File: src/vfcm_queue.sv
// ----------------------------------------------------------------------------
// vfcm_queue
// Small first-in first-out queue of fixed-width words.
// ----------------------------------------------------------------------------
module vfcm_queue #(
   parameter int WIDTH = 8,
   parameter int DEPTH = 2
) (
   input  logic             clock,
   input  logic             reset,
   input  logic             push,
   input  logic [WIDTH-1:0] push_data,
   output logic             full,
   input  logic             pop,
   output logic [WIDTH-1:0] pop_data,
   output logic             empty
);
   localparam int PTR_BITS = (DEPTH > 1) ? $clog2(DEPTH) : 1;
   localparam int CNT_BITS = $clog2(DEPTH + 1);

   logic [WIDTH-1:0]    slot_mem [DEPTH];
   logic [PTR_BITS-1:0] wr_ptr_ff, wr_ptr_in;
   logic [PTR_BITS-1:0] rd_ptr_ff, rd_ptr_in;
   logic [CNT_BITS-1:0] count_ff, count_in;
   logic                do_push, do_pop;

   assign full     = (count_ff == CNT_BITS'(DEPTH));
   assign empty    = (count_ff == '0);
   assign do_push  = push && !full;
   assign do_pop   = pop && !empty;
   assign pop_data = slot_mem[rd_ptr_ff];

   always_comb begin
      wr_ptr_in = wr_ptr_ff;
      rd_ptr_in = rd_ptr_ff;
      count_in  = count_ff;
      if (do_push) begin
         wr_ptr_in = (wr_ptr_ff == PTR_BITS'(DEPTH - 1)) ? '0 : wr_ptr_ff + 1'b1;
      end
      if (do_pop) begin
         rd_ptr_in = (rd_ptr_ff == PTR_BITS'(DEPTH - 1)) ? '0 : rd_ptr_ff + 1'b1;
      end
      if (do_push && !do_pop) begin
         count_in = count_ff + 1'b1;
      end else if (do_pop && !do_push) begin
         count_in = count_ff - 1'b1;
      end
   end

   always_ff @(posedge clock) begin
      if (reset) begin
         wr_ptr_ff <= '0;
         rd_ptr_ff <= '0;
         count_ff  <= '0;
      end else begin
         wr_ptr_ff <= wr_ptr_in;
         rd_ptr_ff <= rd_ptr_in;
         count_ff  <= count_in;
      end
   end

   always_ff @(posedge clock) begin
      if (do_push) begin
         slot_mem[wr_ptr_ff] <= push_data;
      end
   end

endmodule

File: config.mk
export PLATFORM = sky130hd
export DESIGN_NAME = vfcm_queue
export DESIGN_NICKNAME = d
export VERILOG_FILES = /design/src/vfcm_queue.sv
export SDC_FILE = /design/constraint.sdc
export NUM_CORES = 1
export LEC_CHECK = 0
export ABC_AREA = 0
export BUFFER_PORTS_ARGS = -buffer_cell sky130_fd_sc_hd__buf_4
export CAP_MARGIN = 40
export CORE_UTILIZATION = 25
export DETAILED_ROUTE_END_ITERATION = 8
export SYNTH_ARGS = -nofsm -noshare
export SYNTH_HDL_FRONTEND = slang
export SYNTH_SLANG_ARGS = --single-unit
File: constraint.sdc
create_clock -name clock -period 2.5 [get_ports clock]
set_clock_uncertainty 0.15 [all_clocks]
set_input_delay 0.375 -clock clock [delete_from_list [all_inputs] [get_ports clock]]
set_output_delay 0.375 -clock clock [all_outputs]
set_load 0.1 [all_outputs]
==> run metrics <==
final setup TNS 0 ns; layout cells sized above 1 44.59%; via count 461; required time worst endpoint 1.98 ns; largest net degree at the start of global routing 12; worst hold path type input pin to register; Avg Cell Area, Syn 15.87 µm²; Layout Cells excl Fill 118; Slew headroom 74.81%; GPL Wtd Cong 0.6421; DRT Pass-1 Iters 2; critical path launch point type register; Tmin final 2.001 ns; Worst Path Arrival 1.48 ns; busiest grt layer met2; Yosys top cell area share 60.57%; Synth Flop Type edfxtp_1; wire per inst 11.02 µm; largest cells by area after synthesis edfxtp_1 (61%), dfxtp_1 (13%), mux2_2 (11%); worst-path maximum fanout 8; filler instances 305; CTS Hold Bufs 0; final setup violation count 0; actual slew at the worst max-slew pin 0.3774 ns; sequential fraction of the synthesis area 73.19%; routed wire length 1300 µm; outcome finished, final reports clean; post-CTS setup buffer count 0; remaining global-route overflow 0; Critical-path top delay cell dfxtp_1; Core Box Area 3028 µm²; final net count 88; Final period util 80.03%; met1 GRT Util 8.911%; Yosys reg bits 21; DP Area 1001 µm²; post-synthesis instance total 50; htree depth 1; Port-buffer cells 21; vias in the first global route 462; Bufs and invs on worst path 1; Site Rows 20; crit-path max cell delay 0.56 ns; Design Area, Final 1027 µm²; hold slack final 0.1090 ns; global-route wire length before repair 2042 µm; cts bufs inserted 3; die area 3402 µm²; Cells after DPL 114; area leader, netlist edfxtp_1; ant diodes 0; CP cell instances mux2_2, buf_4; drt first-iter violations 15; GRT Total Usage 8.459%; Async SR Flop Fraction 0%; final max-slew violation count 0; Die Ht 58.33 µm; area grow syn2layout 29.50%; GRT met2 Usage 14.29%; Die W 58.33 µm; Worst-Skew Late Latency 0.29 ns; Yosys warnings 0; Residual DRC 0; RSZ-0062 raised after global routing false; Syn Std Cell Area 793.3 µm²; CP top delay family flip-flops; DP Wirelength 990.1 µm; Syn Nets 63; Fin. Hold Viols 0; antenna violation net count after detailed routing 0; Worst Setup End Kind output port; Post-synth EDFFs 16; M3 GR Usage 3.297%; Longest Clk Path Bufs 2; synth unique cells 13; cell at the root of the clock tree clkbuf_4; CP Class register to output port; vias per cell 3.907; initial antenna violation count 0; top cells by count, synth edfxtp_1 (16), mux2_2 (8), dfxtp_1 (5), nor2_1 (5); Initial Util 26.20%; CTS tree yes; FMAX 499.8 MHz; I/O pins 22; MaxCap Viol Count 0; Worst-path clk slew 0.11 ns; most repeated cell in the gate-level netlist after synthesis edfxtp_1; # resized after CTS 0; Sink Count 21
## cell families after synthesis
family	count (synthesis)	share of synthesized area, %
buf+inv	3	1.577
compound gates	5	3.154
flops	21	73.19
fa+ha+maj	1	1.577
simple gates	9	5.837
mux	8	11.36
xor+xnor	3	3.313
## registers in the layout, summed over array words and instances (netlist names), named ones only
signal and cells:
slot_mem 16, count_ff 2, rd_ptr_ff 1, wr_ptr_ff 1
## metrics by stage
| step | worst slack, ns | utilization, % |
|---|---|---|
| 5_1_grt | 0.4206 | 33.93 |
| 3_3_place_gp | 0.8093 | 33.06 |
| 4_1_cts | 0.4816 | 33.93 |
| 3_5_place_dp | 0.7234 | 33.06 |
| 2_1_floorplan | 0.1150 | - |
| 6_report | 0.4992 | 33.93 |
## layout make-up
cell class	instances	area (µm²)	area share (%)
tap	44	55.05	5.359
multi-input combinational	26	200.2	19.49
inverter	2	7.507	0.7308
timing repair buffer	21	157.7	15.35
sequential	21	580.6	56.52
clock buffer	4	26.28	2.558
## placed cells by master, fill, tap and decap left out
cell type  count
buf_4         21
edfxtp_1      16
mux2_2         8
nor2_1         5
dfxtp_1        5
o21ai_0        3
xor2_1         3
clkbuf_4       3
inv_1          2
or3_1          2
a21oi_1        2
nor2b_2        1
and2_1         1
ha_1           1
clkbuf_1       1
## layer usage
| layer | wire, µm | vias to the layer above |
|---|---|---|
| li1 | - | 228 |
| met1 | 561 | 216 |
| met2 | 636 | 15 |
| met3 | 92 | 2 |
| met4 | 10 | 0 |
| met5 | 0 | - |
## final timing paths
check,start,cells past startpoint,to,slack [ns]
max,register,2,pop_data[4],0.50
min,push_data[5],1,slot_mem[0][5]$_DFFE_PP_,0.11
max reg2reg,count_ff[1]$_SDFFE_PP0P_,5,count_ff[1]$_SDFFE_PP0P_,0.70
min reg2reg,wr_ptr_ff$_SDFFE_PP0N_,2,wr_ptr_ff$_SDFFE_PP0N_,0.34
Power is left out: the tool's default activity adds up to more than one toggle a clock period on the data nets, which glitch-free logic cannot reach.
