==> config.mk <==
export PLATFORM = sky130hd
export DESIGN_NAME = vfcm_front
export DESIGN_NICKNAME = d
export VERILOG_FILES = /design/src/vfcm_pkg.sv /design/src/vfcm_front.sv
export SDC_FILE = /design/constraint.sdc
export NUM_CORES = 1
export LEC_CHECK = 0
export BUFFER_PORTS_ARGS = -buffer_cell sky130_fd_sc_hd__buf_2
export CAP_MARGIN = 15
export CORE_MARGIN = 5
export CORE_UTILIZATION = 37
export DETAILED_ROUTE_END_ITERATION = 6
export HOLD_SLACK_MARGIN = 0.05
export SETUP_SLACK_MARGIN = 0.1
export SLEW_MARGIN = 20
export SYNTH_ARGS = -nofsm -noshare
export SYNTH_HDL_FRONTEND = slang
export SYNTH_SLANG_ARGS = --single-unit
==> constraint.sdc <==
create_clock -name clock -period 10.7 [get_ports clock]
set_input_delay 2.14 -clock clock [delete_from_list [all_inputs] [get_ports clock]]
set_output_delay 2.14 -clock clock [all_outputs]
set_load 0.03 [all_outputs]
==> src/vfcm_pkg.sv <==
// ----------------------------------------------------------------------------
// vfcm_pkg
// Shared types and constants of the voxel face culling mesher.
// ----------------------------------------------------------------------------
package vfcm_pkg;

   // request modes
   localparam logic [1:0] MODE_WRITE = 2'd0;
   localparam logic [1:0] MODE_MESH  = 2'd1;
   localparam logic [1:0] MODE_CLEAR = 2'd2;

   // register indexes
   localparam logic [1:0] CSR_CHUNK_LINE   = 2'd0;
   localparam logic [1:0] CSR_CHUNK_HEIGHT = 2'd1;
   localparam logic [1:0] CSR_VOXEL_SIZE   = 2'd2;

   // register reset values
   localparam logic [5:0] CHUNK_LINE_RESET   = 6'd16;
   localparam logic [7:0] CHUNK_HEIGHT_RESET = 8'd80;
   localparam logic [9:0] VOXEL_SIZE_RESET   = 10'd100;

   // face codes, in emission order
   localparam logic [2:0] FACE_POS_Z = 3'd0;
   localparam logic [2:0] FACE_NEG_Z = 3'd1;
   localparam logic [2:0] FACE_POS_Y = 3'd2;
   localparam logic [2:0] FACE_NEG_Y = 3'd3;
   localparam logic [2:0] FACE_POS_X = 3'd4;
   localparam logic [2:0] FACE_NEG_X = 3'd5;

   // values above this show every face
   localparam int SOLID_LIMIT = 20;
   localparam logic [21:0] VERTS_PER_FACE = 22'd4;

   // effective chunk extents, wide enough for the largest parameter values
   localparam int LINE_W   = 7;
   localparam int HEIGHT_W = 9;

   typedef enum logic [1:0] {
      OP_WRITE,
      OP_MESH,
      OP_CLEAR
   } cmd_op_type;

   typedef enum logic [1:0] {
      ST_IDLE,
      ST_CENTER,
      ST_FACE,
      ST_FLUSH
   } back_state_type;

   typedef struct packed {
      logic [LINE_W-1:0]   line;
      logic [HEIGHT_W-1:0] height;
   } cfg_type;

   typedef struct packed {
      cmd_op_type  op;
      logic [4:0]  pos_x;
      logic [4:0]  pos_y;
      logic [6:0]  pos_z;
      logic [7:0]  value;
      logic [14:0] center_x;
      logic [14:0] center_y;
      logic [16:0] center_z;
   } cmd_type;

   typedef struct packed {
      logic [2:0]  face;
      logic [14:0] center_x;
      logic [14:0] center_y;
      logic [16:0] center_z;
      logic [21:0] first_vertex;
      logic        last;
   } rsp_type;

endpackage

==> src/vfcm_front.sv <==
// ----------------------------------------------------------------------------
// vfcm_front
// Configuration registers, request classification and center scaling.
// ----------------------------------------------------------------------------
module vfcm_front #(
   parameter int MAX_LINE   = 32,
   parameter int MAX_HEIGHT = 128
) (
   input  logic             clock,
   input  logic             reset,
   input  logic             csr_write,
   input  logic [1:0]       csr_index,
   input  logic [9:0]       csr_data,
   input  logic             req_push,
   output logic             req_full,
   input  logic [1:0]       req_mode,
   input  logic [4:0]       req_pos_x,
   input  logic [4:0]       req_pos_y,
   input  logic [6:0]       req_pos_z,
   input  logic [7:0]       req_voxel_value,
   output vfcm_pkg::cfg_type cfg,
   input  logic             cmd_full,
   output logic             cmd_push,
   output vfcm_pkg::cmd_type cmd
);
   import vfcm_pkg::*;

   logic [5:0] chunk_line_ff, chunk_line_in;
   logic [7:0] chunk_height_ff, chunk_height_in;
   logic [9:0] voxel_size_ff, voxel_size_in;
   logic       accept;
   logic       keep;
   logic       in_chunk;
   logic       addressable;

   always_comb begin
      chunk_line_in   = chunk_line_ff;
      chunk_height_in = chunk_height_ff;
      voxel_size_in   = voxel_size_ff;
      if (csr_write) begin
         unique case (csr_index)
            CSR_CHUNK_LINE:   chunk_line_in   = csr_data[5:0];
            CSR_CHUNK_HEIGHT: chunk_height_in = csr_data[7:0];
            CSR_VOXEL_SIZE:   voxel_size_in   = csr_data;
            default: ;
         endcase
      end
   end

   always_ff @(posedge clock) begin
      if (reset) begin
         chunk_line_ff   <= CHUNK_LINE_RESET;
         chunk_height_ff <= CHUNK_HEIGHT_RESET;
         voxel_size_ff   <= VOXEL_SIZE_RESET;
      end else begin
         chunk_line_ff   <= chunk_line_in;
         chunk_height_ff <= chunk_height_in;
         voxel_size_ff   <= voxel_size_in;
      end
   end

   // clamp the extents to what the store holds
   always_comb begin
      cfg.line   = (int'(chunk_line_ff) > MAX_LINE) ? LINE_W'(MAX_LINE)
                                                    : LINE_W'(chunk_line_ff);
      cfg.height = (int'(chunk_height_ff) > MAX_HEIGHT) ? HEIGHT_W'(MAX_HEIGHT)
                                                        : HEIGHT_W'(chunk_height_ff);
   end

   assign in_chunk    = (LINE_W'(req_pos_x) < cfg.line) && (LINE_W'(req_pos_y) < cfg.line)
                        && (HEIGHT_W'(req_pos_z) < cfg.height);
   assign addressable = (int'(req_pos_x) < MAX_LINE) && (int'(req_pos_y) < MAX_LINE)
                        && (int'(req_pos_z) < MAX_HEIGHT);

   always_comb begin
      keep         = 1'b0;
      cmd.op       = OP_WRITE;
      cmd.pos_x    = req_pos_x;
      cmd.pos_y    = req_pos_y;
      cmd.pos_z    = req_pos_z;
      cmd.value    = req_voxel_value;
      cmd.center_x = 15'(15'(req_pos_x) * 15'(voxel_size_ff));
      cmd.center_y = 15'(15'(req_pos_y) * 15'(voxel_size_ff));
      cmd.center_z = 17'(17'(req_pos_z) * 17'(voxel_size_ff));
      unique case (req_mode)
         MODE_WRITE: begin
            keep   = addressable;
            cmd.op = OP_WRITE;
         end
         MODE_MESH: begin
            keep   = in_chunk;
            cmd.op = OP_MESH;
         end
         MODE_CLEAR: begin
            keep   = 1'b1;
            cmd.op = OP_CLEAR;
         end
         default: keep = 1'b0;
      endcase
   end

   // drop requests that give no result and touch no state
   assign req_full = cmd_full;
   assign accept   = req_push && !cmd_full;
   assign cmd_push = accept && keep;

endmodule

==> results.md, run 1 <==
* Run status: finished, final reports clean
* Sequential area share after synthesis at 7.081%
* Global Route Usage Sum at 14.45%
* Number of iterations in the first detailed-routing pass at 5
* PwrDens at 102.0 nW/um2
* Largest net degree at the start of global routing at 25
* CP startpoint kind: input port
* Gr ovfl total at 0
* Initial Util at 37.64%
* Drt total wl at 15.36 mm
* CP delay by family, top: adder cells
* # diodes at 0
* Cells after DPL at 1114
* Crit path required time at 8.56 ns
* CP Launch Point: req_pos_z[6]
* Min-delay worst type: reg2reg
* DR WL/cell at 13.74 um
* Slew Viols, Final at 0
* TritonCTS clock tree: built
* Most common cell after layout, fill and taps aside: inv_1
* CTS Sinks at 24
* Synthesized cell area at 6785 um2
* Vias per cell at 4.748
* Post-detail-place hpwl at 12.67 mm
* M2 GR Usage at 23.50%
* Full die area at 21150 um2
* Crit Path Class: in2out
* Global-route wire length before repair at 26.47 mm
* Critical Path Fanout Max at 12
* Synthesized instance count at 822
* IO Port Bufs at 117
* Tcrit/Tclk final at 80.25%
* Area growth from synthesis to layout at 9.718%
* Ys flop type: dfxtp_1
* Slew headroom at 47.15%
* Most frequent cells in the layout: inv_1 (127), buf_2 (117), and2_1 (116), ha_1 (95), nand2_1 (90)
* Reg clk slew, reported paths at 0.06 ns
* DRC at 0
* Post-CTS Hold Fix Bufs at 0
* Via count at 5308
* Peak supply drop at 0.1113 mV
* Peak Freq at 0.1165 GHz
* Worst path slowest cell: fa_1
* Placed Area at 7356 um2
* Number of synthesized flops with an enable pin at 0
* # setup viols final at 0
* Slowest stage delay, CP at 0.54 ns
* Crit path arrival time at 6.45 ns
* Global Route met3 Usage at 1.557%
* CP bufs+invs at 4
* RSZ-0062 raised after global routing: false
* H-tree depth at 1
* Final Hold Viols at 0
* Leak at 4.105 nW
* Post-Layout Cell Count at 1118
* M1 GR Usage at 21.97%
* Clock skew at 0 ns
* Final min period at 8.587 ns
* Worst hold margin at 0.4749 ns
* Post-Syn Area per Cell at 8.255 um2
* RR Startpoint: voxel_size_ff[8]$_SDFFE_PP0P_
* CP endpoint kind: primary output
* TritonCTS Buffers at 3
* Synth unique cells at 53
* Post-Route Setup TNS at 0 ns
* Maxcap violations at 0
* Post-CTS setup buffers at 0
* Clock Latency Late Sink at 0.25 ns
* I/O pin count at 136
* DR iter-0 viols at 194
* Vias in the first global route at 5389
* Site Rows at 49
* Antenna Nets Post-Route at 0
* CP Cell Sequence: buf_2 > and2_1 > fa_1 > fa_1 > fa_1 > inv_1 > fa_1 > inv_1 > ha_1 > a21oi_1 > o211ai_1 > nor3_1 > o31ai_1 > a2111oi_0 > nand3b_1 > buf_2
* Fraction of layout instances using a drive strength above 1 at 14.74%
* Core area at 18020 um2
* Root Driver: clkbuf_16
* Asr flop ratio synth at 0%
* Clk buf depth at 2
* Chip height at 145.4 um
* Gr busiest metal: met2
* Initial antenna violation count at 0
* Yosys reg bits at 24
* Finished Cell Area at 7445 um2
* GPL Wtd Cong at 0.7906
* Resize count post-CTS at 0
* Layout Nets at 1116
* Hold_sp: chunk_height_ff[6]$_SDFFE_PP1P_
* Synth warn at 0
* Chip Width at 145.4 um
* Most common cell on crit path: fa_1
* Slew @ Worst Pin at 0.7917 ns
==> state kept, by name, summed over array words and instances, names as in the netlist <==
name	cells
voxel_size_ff	10
chunk_height_ff	8
chunk_line_ff	6
==> cells by family (layout without fill, tap and decap cells) <==
group                    count (synthesis)  in the layout  share of synthesized area (%)
multiplexers                            12             12                          1.770
flip-flops                              24             24                          7.081
other                                    1              2                        0.05527
XOR/XNOR                                32             32                          4.131
buffers and inverters                  184            250                          11.75
adder cells (fa/ha/maj)                182            182                          43.19
AO/OA/AOI/OAI                          102            102                          9.884
AND/OR/NAND/NOR                        285            285                          22.15
==> power by group <==
group          switching (mW)  leakage [nW]  internal, mW
Sequential            0.00883         0.196        0.0929
Clock                  0.0287        0.0442        0.0570
Combinational           0.371          3.87         0.200
Total                   0.409          4.11         0.350
==> routing by layer <==
layer | wire (um) | part of all wire, % | vias up
met3 | 679 | 4.4 | 2
met5 | 0 | 0 | -
met2 | 6974 | 45 | 116
li1 | - | - | 2703
met1 | 7701 | 50 | 2487
met4 | 6 | 0.039 | 0
==> area by class of cell <==
type / instances / area [um2]
fillers: 1876 / 10580
multi-input cells: 615 / 5512
repair buffers: 119 / 600.6
flip-flops and latches: 24 / 480.5
inverters: 127 / 476.7
well taps: 229 / 286.5
clock buffers: 4 / 88.84
==> worst paths after layout <==
check	slack [ns]	depth (start not counted)	to
min reg2reg	0.47	1	chunk_height_ff[6]$_SDFFE_PP1P_
max reg2reg	9.55	2	voxel_size_ff[8]$_SDFFE_PP0P_
max	2.11	16	cmd[15]
min	0.47	1	chunk_height_ff[6]$_SDFFE_PP1P_
==> metrics by stage <==
stage | setup WS, ns | power (mW) | util [%]
floorplan | 2.450 | 0.5529 | -
finish | 2.113 | 0.7592 | 41.30
global placement | 2.175 | 0.6804 | 40.81
CTS | 2.109 | 0.7706 | 41.30
detailed placement | 2.114 | 0.6807 | 40.81
global route | 1.737 | 0.8340 | 41.30
==> cells in the mapped netlist, drive strengths merged (12+ instances only) <==
cell type  count  area share [%]
inv          127             7.0
and2         117              11
ha            95              18
nand2         90             5.0
fa            87              26
a21oi         36             2.7
nor2          30             1.7
clkbuf        29             1.6
buf           28             3.1
dfxtp         24             7.1
xnor2         21             2.7
o21ai         20             1.5
mux2i         12             1.8
nand2b        12             1.1
No activity file was read; power rests on OpenSTA's default activity.
==> run 2: changes to the inputs <==
Clock period 10.7 ns to 8.9 ns, I/O delays scaled along.
==> run 2 against run 1 <==
Compared with the run above:
- register-to-register slack got worse by 1.8 ns
- clock power is 9.5% higher
- flip-flop and latch count unchanged
- clock skew unchanged
- utilization fell by 0.076 points
- cell area shrank 0.18%
- worst setup slack got worse by 1.1 ns
- hold slack worse by 0.0089 ns
==> results.md, run 2 (synthesized netlist as in run 1, its figures left out) <==
* Worst hold margin at 0.4661 ns
* Global Route Usage Sum at 14.38%
* Site Rows at 49
* Clk buf depth at 2
* PwrDens at 122.0 nW/um2
* IO Port Bufs at 117
* RSZ-0062 raised after global routing: false
* DR WL/cell at 13.84 um
* Internal at 0.4127 mW
* Root Driver: clkbuf_16
* Run status: finished, final reports clean
* TritonCTS Buffers at 3
* Min-delay worst type: reg2reg
* Peak Freq at 0.1271 GHz
* Seq pwr share at 13.5%
* Combinational power share at 76.1%
* Number of iterations in the first detailed-routing pass at 4
* DRC at 0
* H-tree depth at 1
* Most frequent cells in the layout: inv_1 (127), buf_2 (117), and2_1 (116), ha_1 (95), nand2_1 (90)
* P_sw at 0.4935 mW
* Reg clk slew, reported paths at 0.06 ns
* Clock Latency Late Sink at 0.25 ns
* Slew Viols, Final at 0
* Peak supply drop at 0.1104 mV
* Crit path arrival time at 6.09 ns
* Largest regs: voxel_size_ff: 10 flops, chunk_height_ff: 8 flops, chunk_line_ff: 6 flops
* # diodes at 0
* Drt total wl at 15.46 mm
* Vias per cell at 4.782
* Area growth from synthesis to layout at 9.515%
* DR iter-0 viols at 167
* Chip Width at 145.4 um
* Global-route wire length before repair at 26.45 mm
* Vias in the first global route at 5345
* Most common cell after layout, fill and taps aside: inv_1
* CP endpoint kind: primary output
* Post-CTS setup buffers at 0
* Post-detail-place hpwl at 12.75 mm
* Initial Util at 37.64%
* Via count at 5341
* TritonCTS clock tree: built
* Critical Path Fanout Max at 12
* Clock share of power at 10.3%
* Leak at 4.098 nW
* Tcrit/Tclk final at 88.40%
* Slew headroom at 44.31%
* Fraction of layout instances using a drive strength above 1 at 14.64%
* Full die area at 21150 um2
* Antenna Nets Post-Route at 0
* Switching Fraction at 54.45%
* CTS Sinks at 24
* I/O pin count at 136
* Post-Route Setup TNS at 0 ns
* GPL Wtd Cong at 0.7849
* Largest net degree at the start of global routing at 25
* Cells after DPL at 1114
* Post-Layout Cell Count at 1117
* Final Hold Viols at 0
* Crit path required time at 7.12 ns
* Post-CTS Hold Fix Bufs at 0
* CP startpoint kind: input port
* Resize count post-CTS at 0
* Gr ovfl total at 0
* Core area at 18020 um2
* Clock skew at 0 ns
* Initial antenna violation count at 0
* Number of flip-flops in the largest register at 10
* Final min period at 7.868 ns
* Crit Path Class: in2out
* Biggest register: voxel_size_ff
* Chip height at 145.4 um
* Layout Nets at 1116
* Maxcap violations at 0
* # setup viols final at 0
* Slew @ Worst Pin at 0.8342 ns
[run 2: cell types whose count changed in the layout (fill, tap and decap cells not counted), sizes merged]
cell and change:
clkbuf -1
[run 2: final timing paths]
| path | from | endpoint | slack, ns | cells past startpoint |
|---|---|---|---|---|
| min | chunk_height_ff[6]$_SDFFE_PP1P_ | chunk_height_ff[6]$_SDFFE_PP1P_ | 0.47 | 1 |
| min reg2reg | chunk_height_ff[6]$_SDFFE_PP1P_ | chunk_height_ff[6]$_SDFFE_PP1P_ | 0.47 | 1 |
| max reg2reg | voxel_size_ff[8]$_SDFFE_PP0P_ | voxel_size_ff[8]$_SDFFE_PP0P_ | 7.71 | 2 |
| max | req_pos_z[6] | cmd[15] | 1.03 | 16 |
[run 2: per-layer routing]
layer	part of all wire [%]	GRT usage, %
met1	52	21.71
met2	45	23.48
met3	3.4	1.464
met4	0.11	0.6063
met5	0	0
[run 2: layout make-up]
cell class | count | area [um2]
Clock buffer | 3 | 75.07
Fill cell | 1880 | 10590
Inverter | 127 | 476.7
Multi-Input combinational cell | 615 | 5512
Sequential cell | 24 | 480.5
Tap cell | 229 | 286.5
Timing Repair Buffer | 119 | 600.6
[run 2: metrics by stage]
| stage | area (um2) | worst slack, ns | utilization [%] | power (mW) |
|---|---|---|---|---|
| finish | 7431 | 1.032 | 41.23 | 0.9062 |
| global route | 7431 | 0.6460 | 41.23 | 0.9937 |
| CTS | 7431 | 1.041 | 41.23 | 0.9193 |
| detailed placement | 7356 | 1.039 | 40.81 | 0.8205 |
| global placement | 7356 | 1.086 | 40.81 | 0.8179 |
| floorplan | 6789 | 1.370 | - | 0.6647 |
[run 2: worst max-delay path, stage by stage]
cell and delay, ns:
buf_2 0.17, and2_1 0.20, fa_1 0.52, fa_1 0.52
fa_1 0.54, inv_1 0.05, fa_1 0.52, inv_1 0.04
ha_1 0.36, a21oi_1 0.25, o211ai_1 0.15, nor3_1 0.14
o31ai_1 0.15, a2111oi_0 0.35, nand3b_1 0.15, buf_2 0.19
[run 2: power groups by stage]
stage | registers (mW) | logic, mW | clock network [mW]
floorplan | 0.117 | 0.548 | 0
global placement | 0.125 | 0.693 | 0
detailed placement | 0.125 | 0.696 | 0
CTS | 0.122 | 0.700 | 0.0966
global route | 0.123 | 0.769 | 0.101
finish | 0.122 | 0.690 | 0.0938
==> run 3: changes to the inputs <==
Settings changed: BUFFER_PORTS_ARGS -buffer_cell sky130_fd_sc_hd__buf_2 to -buffer_cell sky130_fd_sc_hd__clkbuf_2, TNS_END_PERCENT set to 20.
==> run 3 against run 2 <==
Compared with the run above:
- clock skew stayed put
- sequential share of layout area stayed put
- sequential power hardly changed
- worst setup slack worse by 0.10 ns
- register-to-register slack better by 0.04 ns
- routed wire length is 0.12% higher
- die area stayed put
- hold slack better by 0.0099 ns
==> results.md, run 3 (synthesized netlist as in run 1, its figures left out) <==
* Global Route met3 Usage at 1.588%
* I/O pin count at 136
* RSZ-0062 raised after global routing: false
* TritonCTS clock tree: built
* M2 GR Usage at 23.92%
* FF-to-FF End: voxel_size_ff[8]$_SDFFE_PP0P_
* Clk buf depth at 2
* Run status: finished, final reports clean
* CP startpoint kind: input port
* GPL Wtd Cong at 0.7864
* Worst hold path cell count at 1
* Final total power at 0.9063 mW
* Min-delay worst type: reg2reg
* Vias per cell at 4.767
* Clock skew at 0 ns
* Number of iterations in the first detailed-routing pass at 4
* IO Port Bufs at 117
* Critical Path Fanout Max at 12
* Crit path required time at 7.12 ns
* Maxcap violations at 0
* Largest regs: voxel_size_ff: 10 flops, chunk_height_ff: 8 flops, chunk_line_ff: 6 flops
* Reg2Reg Depth at 2
* Site Rows at 49
* Fraction of layout instances using a drive strength above 1 at 14.64%
* Antenna Nets Post-Route at 0
* Clock Latency Late Sink at 0.25 ns
* Post-CTS Hold Fix Bufs at 0
* RR Startpoint: voxel_size_ff[8]$_SDFFE_PP0P_
* # diodes at 0
* DRC at 0
* Post-Route Setup TNS at 0 ns
* Layout Nets at 1116
* # setup viols final at 0
* PwrDens at 122.0 nW/um2
* Leak at 4.094 nW
* Initial Util at 37.64%
* Crit Path Class: in2out
* Hold_sp: chunk_height_ff[6]$_SDFFE_PP1P_
* Final min period at 7.971 ns
* Vias in the first global route at 5360
* Global Route Usage Sum at 14.61%
* Core area at 18020 um2
* Slew Viols, Final at 0
* CP endpoint kind: primary output
* Most common cell after layout, fill and taps aside: inv_1
* Initial antenna violation count at 0
* Global-route wire length before repair at 26.63 mm
* Slew headroom at 48.82%
* Hold EP: chunk_height_ff[6]$_SDFFE_PP1P_
* DR iter-0 viols at 173
* Peak Freq at 0.1254 GHz
* DR WL/cell at 13.86 um
* Area growth from synthesis to layout at 9.515%
* Gr busiest metal: met2
* Chip height at 145.4 um
* Root Driver: clkbuf_16
* Number of flip-flops in the largest register at 10
* Slew @ Worst Pin at 0.7667 ns
* Tcrit/Tclk final at 89.57%
* Chip Width at 145.4 um
* Final Hold Viols at 0
* Drt total wl at 15.48 mm
* Post-detail-place hpwl at 12.77 mm
* Gr ovfl total at 0
* TritonCTS Buffers at 3
* H-tree depth at 1
* Full die area at 21150 um2
* Via count at 5325
* Peak supply drop at 0.1038 mV
* Post-CTS setup buffers at 0
* M1 GR Usage at 21.79%
* Reg clk slew, reported paths at 0.06 ns
* Largest net degree at the start of global routing at 25
* Most frequent cells in the layout: inv_1 (127), clkbuf_2 (117), and2_1 (116), ha_1 (95), nand2_1 (90)
* Biggest register: voxel_size_ff
* Resize count post-CTS at 0
* Crit path arrival time at 6.19 ns
* CTS Sinks at 24
* Reg2reg setup slack at 7.75 ns
## run 3: changes by cell type in the layout (fill, tap and decap cells not counted), sizes merged
cell and change:
clkbuf +117, buf -117
## run 3: cell type report
class                      count  area, um2
clock buffer                   3      75.07
fill                        1898      10590
inverter                     127      476.7
multi-input combinational    615       5512
sequential                    24      480.5
tap                          229      286.5
timing repair buffer         119      600.6
## run 3: worst max path at each step
stage,cells past startpoint,endpoint,start
2_1_floorplan,14,cmd[16],req_pos_z[6]
3_3_place_gp,16,cmd[15],req_pos_z[6]
3_5_place_dp,16,cmd[15],req_pos_z[6]
4_1_cts,16,cmd[15],req_pos_z[6]
5_1_grt,16,cmd[15],req_pos_z[6]
6_report,16,cmd[15],req_pos_z[6]
## run 3: power breakdown
part	leakage [nW]	internal [mW]	switching [mW]
sequential	0.196	0.112	0.0105
combinational	3.86	0.239	0.450
clock	0.0370	0.0594	0.0359
total	4.09	0.410	0.496
## run 3: per-layer routing
| metal | part of all wire (%) | routed length (um) |
|---|---|---|
| met4 | 0.39 | 60 |
| met1 | 51 | 7882 |
| met2 | 45 | 6972 |
| met5 | 0 | 0 |
| met3 | 3.6 | 564 |
## run 3: metrics by stage
stage	utilization [%]	area, um2	hold WS [ns]	cells	setup slack, ns
4_1_cts	41.23	7431	0.4778	1117	0.9031
5_1_grt	41.23	7431	0.4955	1117	0.5789
3_3_place_gp	40.81	7356	0.4545	1114	1.034
2_1_floorplan	-	6789	0.4365	823	1.370
3_5_place_dp	40.81	7356	0.4626	1114	0.9140
6_report	41.23	7431	0.4759	1117	0.9286
## run 3: critical path: stages
cell and delay (ns):
clkbuf_2 0.18, and2_1 0.22, fa_1 0.52, fa_1 0.53
fa_1 0.54, inv_1 0.05, fa_1 0.53, inv_1 0.05
ha_1 0.37, a21oi_1 0.25, o211ai_1 0.15, nor3_1 0.15
o31ai_1 0.15, a2111oi_0 0.36, nand3b_1 0.15, clkbuf_2 0.20
